File: src/rtl/khist_pkg.sv
// Shared types, constants and base encoding for the k-mer histogram unit.
// No dependencies.
package khist_pkg;

  localparam int KMER_LEN    = 8;
  localparam int KMER_BITS   = 2 * KMER_LEN;
  localparam int CODE_W      = 16;
  localparam int COUNT_W     = 32;
  localparam int FILL_W      = 4;
  localparam int ACT_W       = 2;
  localparam int QUEUE_DEPTH = 4;
  localparam int QPTR_W      = $clog2(QUEUE_DEPTH);
  localparam int QCNT_W      = $clog2(QUEUE_DEPTH + 1);

  localparam logic [ACT_W-1:0] ACT_BASE     = 2'd0;
  localparam logic [ACT_W-1:0] ACT_BOUNDARY = 2'd1;
  localparam logic [ACT_W-1:0] ACT_READ     = 2'd2;

  localparam logic [FILL_W-1:0] FILL_LAST = FILL_W'(KMER_LEN - 1);

  localparam logic [1:0] CODE_A = 2'd0;
  localparam logic [1:0] CODE_C = 2'd1;
  localparam logic [1:0] CODE_G = 2'd2;
  localparam logic [1:0] CODE_T = 2'd3;

  typedef logic [KMER_BITS-1:0] kmer_t;
  typedef logic [COUNT_W-1:0]   count_t;

  typedef enum logic [1:0] {
    KIND_NONE  = 2'd0,
    KIND_COUNT = 2'd1,
    KIND_READ  = 2'd2
  } kind_t;

  typedef struct packed {
    kind_t kind;
    kmer_t kmer;
  } item_t;

  typedef struct packed {
    logic  full;
    logic  empty;
    item_t head;
  } queue_status_t;

  function automatic logic [1:0] base_code(input logic [7:0] ch, input logic [1:0] fill);
    logic [1:0] code;
    case (ch)
      8'h41, 8'h61: code = CODE_A;
      8'h43, 8'h63: code = CODE_C;
      8'h47, 8'h67: code = CODE_G;
      8'h54, 8'h74: code = CODE_T;
      default:      code = fill;
    endcase
    return code;
  endfunction

endpackage

File: src/rtl/khist_front.sv
// Front end: accepts input words, encodes bases, tracks the k-mer window
// and fill count, and classifies each word for the back end. Depends on khist_pkg.
module khist_front (
  input  logic                          clk,
  input  logic                          rst_n,
  input  logic                          in_valid,
  output logic                          in_stall,
  input  logic [khist_pkg::ACT_W-1:0]   in_action,
  input  logic [7:0]                    in_base_byte,
  input  logic [1:0]                    in_fill_base,
  input  logic [15:0]                   in_read_index,
  input  logic                          busy,
  input  logic                          q_full,
  output logic                          push,
  output khist_pkg::item_t              push_item
);

  khist_pkg::kmer_t             win_r, win_nxt;
  logic [khist_pkg::FILL_W-1:0] fill_r, fill_nxt;
  logic [1:0]                   code;

  assign in_stall = busy || q_full;
  assign push     = in_valid && !in_stall;
  assign code     = khist_pkg::base_code(in_base_byte, in_fill_base);

  always_comb begin
    win_nxt        = win_r;
    fill_nxt       = fill_r;
    push_item.kind = khist_pkg::KIND_NONE;
    push_item.kmer = win_r;
    case (in_action)
      khist_pkg::ACT_BASE: begin
        win_nxt        = khist_pkg::kmer_t'({win_r, code});
        push_item.kmer = win_nxt;
        if (fill_r >= khist_pkg::FILL_LAST) begin
          push_item.kind = khist_pkg::KIND_COUNT;
        end else begin
          fill_nxt = fill_r + 1'b1;
        end
      end
      khist_pkg::ACT_BOUNDARY: begin
        win_nxt        = '0;
        fill_nxt       = '0;
        push_item.kmer = '0;
      end
      khist_pkg::ACT_READ: begin
        push_item.kind = khist_pkg::KIND_READ;
        push_item.kmer = khist_pkg::kmer_t'(in_read_index);
      end
      default: begin
        push_item.kind = khist_pkg::KIND_NONE;
      end
    endcase
  end

  always_ff @(posedge clk) begin
    if (!rst_n) begin
      win_r  <= '0;
      fill_r <= '0;
    end else if (push) begin
      win_r  <= win_nxt;
      fill_r <= fill_nxt;
    end
  end

endmodule

File: config.mk
export PLATFORM = sky130hd
export DESIGN_NAME = khist_front
export DESIGN_NICKNAME = d
export VERILOG_FILES = /design/src/rtl/khist_pkg.sv /design/src/rtl/khist_front.sv
export SDC_FILE = /design/constraint.sdc
export NUM_CORES = 1
export LEC_CHECK = 0
export ABC_AREA = 1
export ABC_CLOCK_PERIOD_IN_PS = 2350
export BUFFER_PORTS_ARGS = -buffer_cell sky130_fd_sc_hd__buf_2
export CAP_MARGIN = 40
export CORE_MARGIN = 2
export CORE_UTILIZATION = 40
export DETAILED_ROUTE_END_ITERATION = 10
export PLACE_DENSITY = 0.69
export SKIP_LAST_GASP = 1
export SYNTH_ARGS = -nofsm -noshare
export SYNTH_HDL_FRONTEND = slang
export SYNTH_SLANG_ARGS = --single-unit
File: constraint.sdc
create_clock -name clk -period 2.35 [get_ports clk]
set_clock_uncertainty 0.05 [all_clocks]
set_input_delay 0 -clock clk [delete_from_list [all_inputs] [get_ports clk]]
set_output_delay 0 -clock clk [all_outputs]
set_load 0.05 [all_outputs]
==> reports/qor.yml <==
global_routing:
  grt_pass1_vias: 1134
  grt_max_degree: 19
  grt_overflow: 0
  grt_usage_pct: 17.5
  antenna_found_initial: 0
  grt_pass1_wl_um: 4910
pwr:
  ir_drop_mv: 0.363
  p_leak_uw: 0.000729
  power_density_mw_per_mm2: 490
routing:
  drc: 0
  wl_per_cell_um: 10.5
  vias: 1413
  routed_via_density: 4.77
  detail-route-antenna-nets: 0
  routed_wl_um: 3110
  dr.pass1.iters: 4
  drt_iter0_drc: 61
synth:
  ys_types: 23
  ys_ff_latch: 20
  syn_inst: 201
  synth_area_mm2: 0.00127
  syn_area_per_cell_um2: 6.31
  synth_nets: 235
  yosys_warnings: 0
  synth_seq_area_share_pct: 31.6
layout:
  postLayoutCoreUtil_pct: 53.4
  instances_no_fill: 296
  post-route-cell-area_mm2: 0.00162
  area_growth_pct: 27.5
  nets: 287
  final_cell_mix: "nand2_1, buf_2, nand3_1"
  mostFrequentLayoutCell: "nand2_1"
  n_antenna_cell: 0
  drive_gt1_share_pct: 27.8
floorplan:
  initial_core_util_pct: 41.9
  io_pins: 53
  core-area_mm2: 0.00303
  row_count: 20
  die_h_um: 60.3
  die_w_um: 60.3
  die-area_mm2: 0.00364
timing:
  min_period_ps: 1390
  clock.fmax_ghz: 0.718
  setup_viol: 0
  rsz0062_at_grt: "false"
  relSlewSlack_pct: 57.7
  setup_ws_ps: 957
  period_share_pct: 59.3
  tns_ps: 0
  hold_viol_final: 0
  final-max-slew-violation-count: 0
  worstMarginPinSlew_ps: 634
place:
  gp_congestion: 0.751
  placed_area_mm2: 0.00156
  hpwl_um: 2360
  dp.cells: 291
  post-place-ws_ps: 996
  port_buffers: 51
clock_tree:
  clk_pin_slew_worst_paths_ps: 110
  cts.sinks: 20
  cts_root_buffer: "clkbuf_4"
  clk_latency_ps: 310
  cts_made_buffers: 3
  htree_levels: 1
  ctsResizeCount: 0
  clk_path_buf_depth: 2
  cts_tree: "yes"
critical_path:
  crit_top_cell: "nand2_1"
  start_kind: "register"
  end_kind: "output pin"
  crit_path_cell_trace: "ha_1, nand2_1, nand2_1, nand2_1, inv_1, buf_2"
  critPathSlowestCell: "dfxtp_1"
  cp_max_fo: 3
  worst-setup-path-type: "register to output pin"
  cp.arrival_ps: 1340
  max_stage_delay_ps: 380
  cp.required_ps: 2300
outcome:
  status: "complete, no violations"
worst_hold_path:
  hp-class: "primary input to register"
flow_run:
  maxCapViolCount: 0
## cells by family (layout without fill, tap and decap cells)
group	count (synthesis)	after routing	synth area share, %
buffers and inverters	34	85	11.2
AO/OA/AOI/OAI	37	37	17.9
AND/OR/NAND/NOR	109	109	38.3
adder cells (fa/ha/maj)	1	1	0.986
flip-flops	20	20	31.6
## layout make-up
cell class | count | area [µm²]
multi-input cells | 147 | 726
inverters | 28 | 111
fillers | 338 | 1410
flip-flops and latches | 20 | 400
clock buffers | 3 | 22.5
well taps | 44 | 55.1
clock inverters | 1 | 30.0
repair buffers | 53 | 273
## worst max-delay path: cells and delay by family (launching register included)
family | cells | cell delay (ps)
buf+inv | 2 | 310
flops | 1 | 380
fa+ha+maj | 1 | 180
simple gates | 3 | 180
## stage by stage
stage          total power (µW)  hold slack, ps
6_report                    792            5.78
5_1_grt                     827            23.0
4_1_cts                     800            4.23
3_5_place_dp                517             273
3_3_place_gp                516             266
2_1_floorplan               463             122
## flip-flops by register name, summed over array words and instances (netlist names)
register / flops
fill_r: 4
win_r: 16
## metal layers
| layer | global-route usage, % | up-vias | share of wire (%) |
|---|---|---|---|
| li1 | - | 757 | - |
| met1 | 24.1 | 608 | 51 |
| met2 | 28.0 | 43 | 43 |
| met3 | 1.95 | 5 | 5.1 |
| met4 | 6.67 | 0 | 1.5 |
| met5 | 0 | - | 0 |
## cells in the mapped netlist
| master | instances | area share, % |
|---|---|---|
| buf_2 | 4 | 1.6 |
| nand4_1 | 3 | 1.5 |
| inv_2 | 5 | 1.5 |
| nand2_4 | 2 | 1.8 |
| nor2_8 | 1 | 1.6 |
| a21oi_1 | 20 | 7.9 |
| dfxtp_1 | 20 | 32 |
| clkinv_4 | 1 | 0.69 |
| nor2_1 | 10 | 3.0 |
| o211ai_1 | 13 | 7.7 |
| nand3_1 | 22 | 8.7 |
| inv_1 | 20 | 5.9 |
| a22oi_1 | 1 | 0.59 |
| o21ai_1 | 2 | 0.79 |
| nor2_2 | 2 | 0.99 |
| buf_4 | 1 | 0.59 |
| clkinv_1 | 1 | 0.30 |
| or2_4 | 1 | 0.69 |
| a211oi_2 | 1 | 0.99 |
| clkbuf_1 | 1 | 0.30 |
| clkinv_2 | 1 | 0.39 |
| ha_1 | 1 | 0.99 |
| nand2_1 | 68 | 20 |
## report_power, final
part	switching, µW	internal [µW]	leakage [µW]
logic	119	49.2	0.000540
clock network	110	172	0.0000279
registers	1.04	340	0.000161
## final timing paths
path / startpoint / end / slack [ps] / cells after the start
setup / recovery: fill_r[0]$_SDFFE_PN0P_ / push_item[16] / 960 / 6
hold / removal: in_action[0] / fill_r[1]$_SDFFE_PN0P_ / 6 / 4
setup reg to reg: fill_r[0]$_SDFFE_PN0P_ / fill_r[0]$_SDFFE_PN0P_ / 1110 / 7
hold reg to reg: fill_r[3]$_SDFFE_PN0P_ / fill_r[3]$_SDFFE_PN0P_ / 410 / 2
## timing repair
action                                  CTS  global route
hold endpoints to repair                  2             0
setup buffers                             0             0
endpoints found under the setup margin    0             0
hold buffers                              1             0
Power figures use the tool's default switching activity.
