### config.mk
export PLATFORM = sky130hd
export DESIGN_NAME = khist_queue
export DESIGN_NICKNAME = d
export VERILOG_FILES = /design/src/rtl/khist_pkg.sv /design/src/rtl/khist_queue.sv
export SDC_FILE = /design/constraint.sdc
export NUM_CORES = 1
export LEC_CHECK = 0
export BUFFER_PORTS_ARGS = -buffer_cell sky130_fd_sc_hd__buf_2
export CORE_AREA = 2 2 86 88
export DETAILED_ROUTE_END_ITERATION = 16
export DIE_AREA = 0 0 88 90
export GPL_TIMING_DRIVEN = 1
export PLACE_DENSITY = 0.66
export SLEW_MARGIN = 15
export SYNTH_ARGS = -nofsm -noshare
export SYNTH_HDL_FRONTEND = slang
export SYNTH_SLANG_ARGS = --single-unit
export TNS_END_PERCENT = 100
### constraint.sdc
create_clock -name clk -period 4.2 [get_ports clk]
set_input_delay 0.84 -clock clk [delete_from_list [all_inputs] [get_ports clk]]
set_output_delay 0.84 -clock clk [all_outputs]
set_load 0.01 [all_outputs]
### src/rtl/khist_pkg.sv
// Shared types, constants and base encoding for the k-mer histogram unit.
// No dependencies.
package khist_pkg;

  localparam int KMER_LEN    = 8;
  localparam int KMER_BITS   = 2 * KMER_LEN;
  localparam int CODE_W      = 16;
  localparam int COUNT_W     = 32;
  localparam int FILL_W      = 4;
  localparam int ACT_W       = 2;
  localparam int QUEUE_DEPTH = 4;
  localparam int QPTR_W      = $clog2(QUEUE_DEPTH);
  localparam int QCNT_W      = $clog2(QUEUE_DEPTH + 1);

  localparam logic [ACT_W-1:0] ACT_BASE     = 2'd0;
  localparam logic [ACT_W-1:0] ACT_BOUNDARY = 2'd1;
  localparam logic [ACT_W-1:0] ACT_READ     = 2'd2;

  localparam logic [FILL_W-1:0] FILL_LAST = FILL_W'(KMER_LEN - 1);

  localparam logic [1:0] CODE_A = 2'd0;
  localparam logic [1:0] CODE_C = 2'd1;
  localparam logic [1:0] CODE_G = 2'd2;
  localparam logic [1:0] CODE_T = 2'd3;

  typedef logic [KMER_BITS-1:0] kmer_t;
  typedef logic [COUNT_W-1:0]   count_t;

  typedef enum logic [1:0] {
    KIND_NONE  = 2'd0,
    KIND_COUNT = 2'd1,
    KIND_READ  = 2'd2
  } kind_t;

  typedef struct packed {
    kind_t kind;
    kmer_t kmer;
  } item_t;

  typedef struct packed {
    logic  full;
    logic  empty;
    item_t head;
  } queue_status_t;

  function automatic logic [1:0] base_code(input logic [7:0] ch, input logic [1:0] fill);
    logic [1:0] code;
    case (ch)
      8'h41, 8'h61: code = CODE_A;
      8'h43, 8'h63: code = CODE_C;
      8'h47, 8'h67: code = CODE_G;
      8'h54, 8'h74: code = CODE_T;
      default:      code = fill;
    endcase
    return code;
  endfunction

endpackage

### src/rtl/khist_queue.sv
// Short word queue between the front classifier and the count back end.
// Depends on khist_pkg.
module khist_queue (
  input  logic                    clk,
  input  logic                    rst_n,
  input  logic                    push,
  input  khist_pkg::item_t        push_item,
  input  logic                    pop,
  output khist_pkg::queue_status_t status
);

  khist_pkg::item_t                 slot_r [khist_pkg::QUEUE_DEPTH];
  logic [khist_pkg::QPTR_W-1:0]     wr_ptr_r, wr_ptr_nxt;
  logic [khist_pkg::QPTR_W-1:0]     rd_ptr_r, rd_ptr_nxt;
  logic [khist_pkg::QCNT_W-1:0]     cnt_r, cnt_nxt;

  always_comb begin
    wr_ptr_nxt = wr_ptr_r;
    rd_ptr_nxt = rd_ptr_r;
    cnt_nxt    = cnt_r;
    if (push) begin
      wr_ptr_nxt = wr_ptr_r + 1'b1;
    end
    if (pop) begin
      rd_ptr_nxt = rd_ptr_r + 1'b1;
    end
    if (push && !pop) begin
      cnt_nxt = cnt_r + 1'b1;
    end else if (pop && !push) begin
      cnt_nxt = cnt_r - 1'b1;
    end
  end

  always_ff @(posedge clk) begin
    if (!rst_n) begin
      wr_ptr_r <= '0;
      rd_ptr_r <= '0;
      cnt_r    <= '0;
    end else begin
      wr_ptr_r <= wr_ptr_nxt;
      rd_ptr_r <= rd_ptr_nxt;
      cnt_r    <= cnt_nxt;
    end
  end

  always_ff @(posedge clk) begin
    if (push) begin
      slot_r[wr_ptr_r] <= push_item;
    end
  end

  assign status.full  = (cnt_r == khist_pkg::QCNT_W'(khist_pkg::QUEUE_DEPTH));
  assign status.empty = (cnt_r == '0);
  assign status.head  = slot_r[rd_ptr_r];

endmodule

==> run summary <==
status: complete, no violations
Pwr Density: 462 mW/mm2
Iteration-0 DRC Markers: 88
Inserted Clock Buffers: 9
Post-Synthesis Cells: 137
GPL Wtd Cong: 0.645
Worst Hold Class: reg2reg
GR Overflow Total: 0
worst-case clock buffer depth: 2
pre-CTS WS: 1.78 ns
# resized after CTS: 0
fmax: 378 MHz
post-DP HPWL: 3.14 mm
CP cell instances: mux4_2, buf_2
Final Skew: 0.00655 ns
clock transition at the registers of the reported paths: 0.07 ns
Max VDD drop: 0.000168 V
initial antenna violation count: 0
Critical Path AT: 1.81 ns
max-slew violation total from the final report: 0
DRT antenna net count: 0
# setup viols final: 0
Nets: 214
first-pass GRT wire length: 7.76 mm
FF-to-FF path depth: 3
CTS tree: done
number of global-route vias before repair: 1573
slowest stage cell, crit path: dfxtp_1
slew margin rel.: 0.364
crit end category: output pin
critical setup path kind: reg2out
Die Width: 88 um
io pins: 42
R2R Path End: slot_r[2][15]$_DFFE_PP_
post-DR wirelength/cell: 16.9 um
Initial Util: 0.439
synthesized net count: 165
Post-synth EDFFs: 72
ys flop type: edfxtp_1
yosys warns: 0
reg2reg start: wr_ptr_r[0]$_SDFFE_PN0P_
post-CTS setup buffers: 0
floorplan core area: 0.00702 mm2
root buf cell: clkbuf_8
DRT Pass-1 Iters: 4
proportion of layout cells with a drive suffix above 1: 0.340
Inserted Diodes: 0
Clock Sinks: 81
CP endpoint: status[9]
unrepaired setup endpoints after global routing: no
Setup TNS Final: 0 ns
Clock H-tree levels: 3
overall routing resource usage: 0.138
sequential area share after synthesis: 0.759
Port Buffers: 41
Final Hold Violating Endpoints: 0
Vias: 1398
largest net degree at the start of global routing: 19
syn_area_per_cell: 22.5 um2
die area: 0.00792 mm2
DRT Wirelength: 4.91 mm
reg-to-reg slack, setup: 2.50 ns
Clock Latency Late Sink: 0.34 ns
Worst Tran Pin Value: 0.954 ns
CP max FO: 18
Period minus WS final: 2.65 ns
Mapped Area: 0.00308 mm2
fin crit share: 0.630
Post-CTS Hold Buffers: 0
crit path setup slack, layout: 1.55 ns
area grow syn2layout: 15.7%
#FFs+latches synth: 81
CP required: 3.36 ns
Distinct cells, synth: 21
vias per cell: 4.82
Async SR Flop Fraction: 0
Die Y: 90 um
Worst path max stage delay: 0.88 ns
CP Launch Type: flip-flop
drt drc: 0
Leakage: 1.24 nW
Rows: 31
hold path startpoint: cnt_r[2]$_SDFFE_PN0P_
Max Cap Viol: 0
-- power breakdown --
group	total, mW	switching [mW]	internal, mW
Clock	0.531	0.258	0.273
Sequential	0.944	0.0220	0.922
Combinational	0.172	0.0866	0.0853
-- worst max-delay path, delay by kind of cell, from the launching register on --
| family | cells | cell delay, ns |
|---|---|---|
| mux | 1 | 0.43 |
| flops | 1 | 0.88 |
| buf+inv | 1 | 0.16 |
-- worst min path at each step --
stage	to	slack, ns	cells past startpoint
2_1_floorplan	cnt_r[2]$_SDFFE_PN0P_	0.47	2
3_3_place_gp	cnt_r[2]$_SDFFE_PN0P_	0.48	2
3_5_place_dp	cnt_r[2]$_SDFFE_PN0P_	0.53	2
4_1_cts	cnt_r[2]$_SDFFE_PN0P_	0.54	2
5_1_grt	cnt_r[2]$_SDFFE_PN0P_	0.55	2
6_report	cnt_r[2]$_SDFFE_PN0P_	0.54	2
-- layer usage --
| layer | share of wire | GRT usage | vias up |
|---|---|---|---|
| met5 | 0 | 0 | - |
| met4 | 0.021 | 0.0808 | 0 |
| met3 | 0.041 | 0.0358 | 9 |
| met2 | 0.54 | 0.236 | 28 |
| met1 | 0.40 | 0.152 | 707 |
| li1 | - | - | 654 |
-- stage by stage --
step / util / hold slack [ns] / cell area, um2 / total power, mW / instances
floorplan: - / 0.472 / 3080 / 1.07 / 137
global placement: 0.481 / 0.482 / 3380 / 1.13 / 274
detailed placement: 0.481 / 0.532 / 3380 / 1.14 / 274
CTS: 0.508 / 0.539 / 3570 / 1.67 / 290
global route: 0.508 / 0.551 / 3570 / 1.72 / 290
finish: 0.508 / 0.535 / 3570 / 1.65 / 290
-- Yosys cell counts (2+ instances only) --
cell type  number  area share
buf_2           2      0.0032
inv_1           4      0.0049
xnor2_1         2      0.0057
and2_1          9       0.018
xor2_1          3      0.0085
ha_1            5       0.020
edfxtp_1       72        0.70
dfxtp_1         9       0.058
nor2b_1         2      0.0041
mux4_2         10       0.073
mux2i_1         2      0.0065
mux4_1          8       0.068
-- layout by cell type, fill, tap and decap left out --
| cell | Yosys | layout |
|---|---|---|
| mux2i_1 | 2 | 2 |
| xnor2_1 | 2 | 2 |
| nor2b_1 | 2 | 2 |
| bufinv_16 | 0 | 1 |
| nor3_1 | 1 | 1 |
| o21ai_0 | 1 | 1 |
| nor3b_1 | 1 | 1 |
| edfxtp_1 | 72 | 72 |
| mux4_1 | 8 | 8 |
| clkbuf_8 | 0 | 9 |
| and2_1 | 9 | 9 |
| clkinv_1 | 0 | 1 |
| ha_1 | 5 | 5 |
| clkbuf_1 | 0 | 2 |
| or3_1 | 1 | 1 |
| clkinvlp_4 | 0 | 3 |
| buf_2 | 2 | 41 |
| xor2_1 | 3 | 3 |
| dfxtp_1 | 9 | 9 |
| mux4_2 | 10 | 10 |
| buf_4 | 0 | 1 |
| nand2_1 | 1 | 1 |
| fa_1 | 1 | 1 |
| inv_1 | 4 | 4 |
| a21boi_0 | 1 | 1 |
-- registers in the layout, summed over array words and instances (netlist names), named ones only --
signal,count
cnt_r,3
rd_ptr_r,2
slot_r,72
wr_ptr_r,2
-- cells by family after synthesis --
logic type / synth area share
flops: 0.759
mux: 0.148
simple gates: 0.0296
buf+inv: 0.0183
fa+ha+maj: 0.0268
xor+xnor: 0.0142
compound gates: 0.00406
-- cell type report --
cell class / instances / area [um2]
Inverter: 4 / 15.0
Timing Repair Buffer: 42 / 213
Multi-Input combinational cell: 48 / 686
Clock inverter: 5 / 56.3
Sequential cell: 81 / 2340
Clock buffer: 11 / 131
Tap cell: 99 / 124
Fill cell: 563 / 3450
Note: power is estimated with default switching activity, not from simulation.
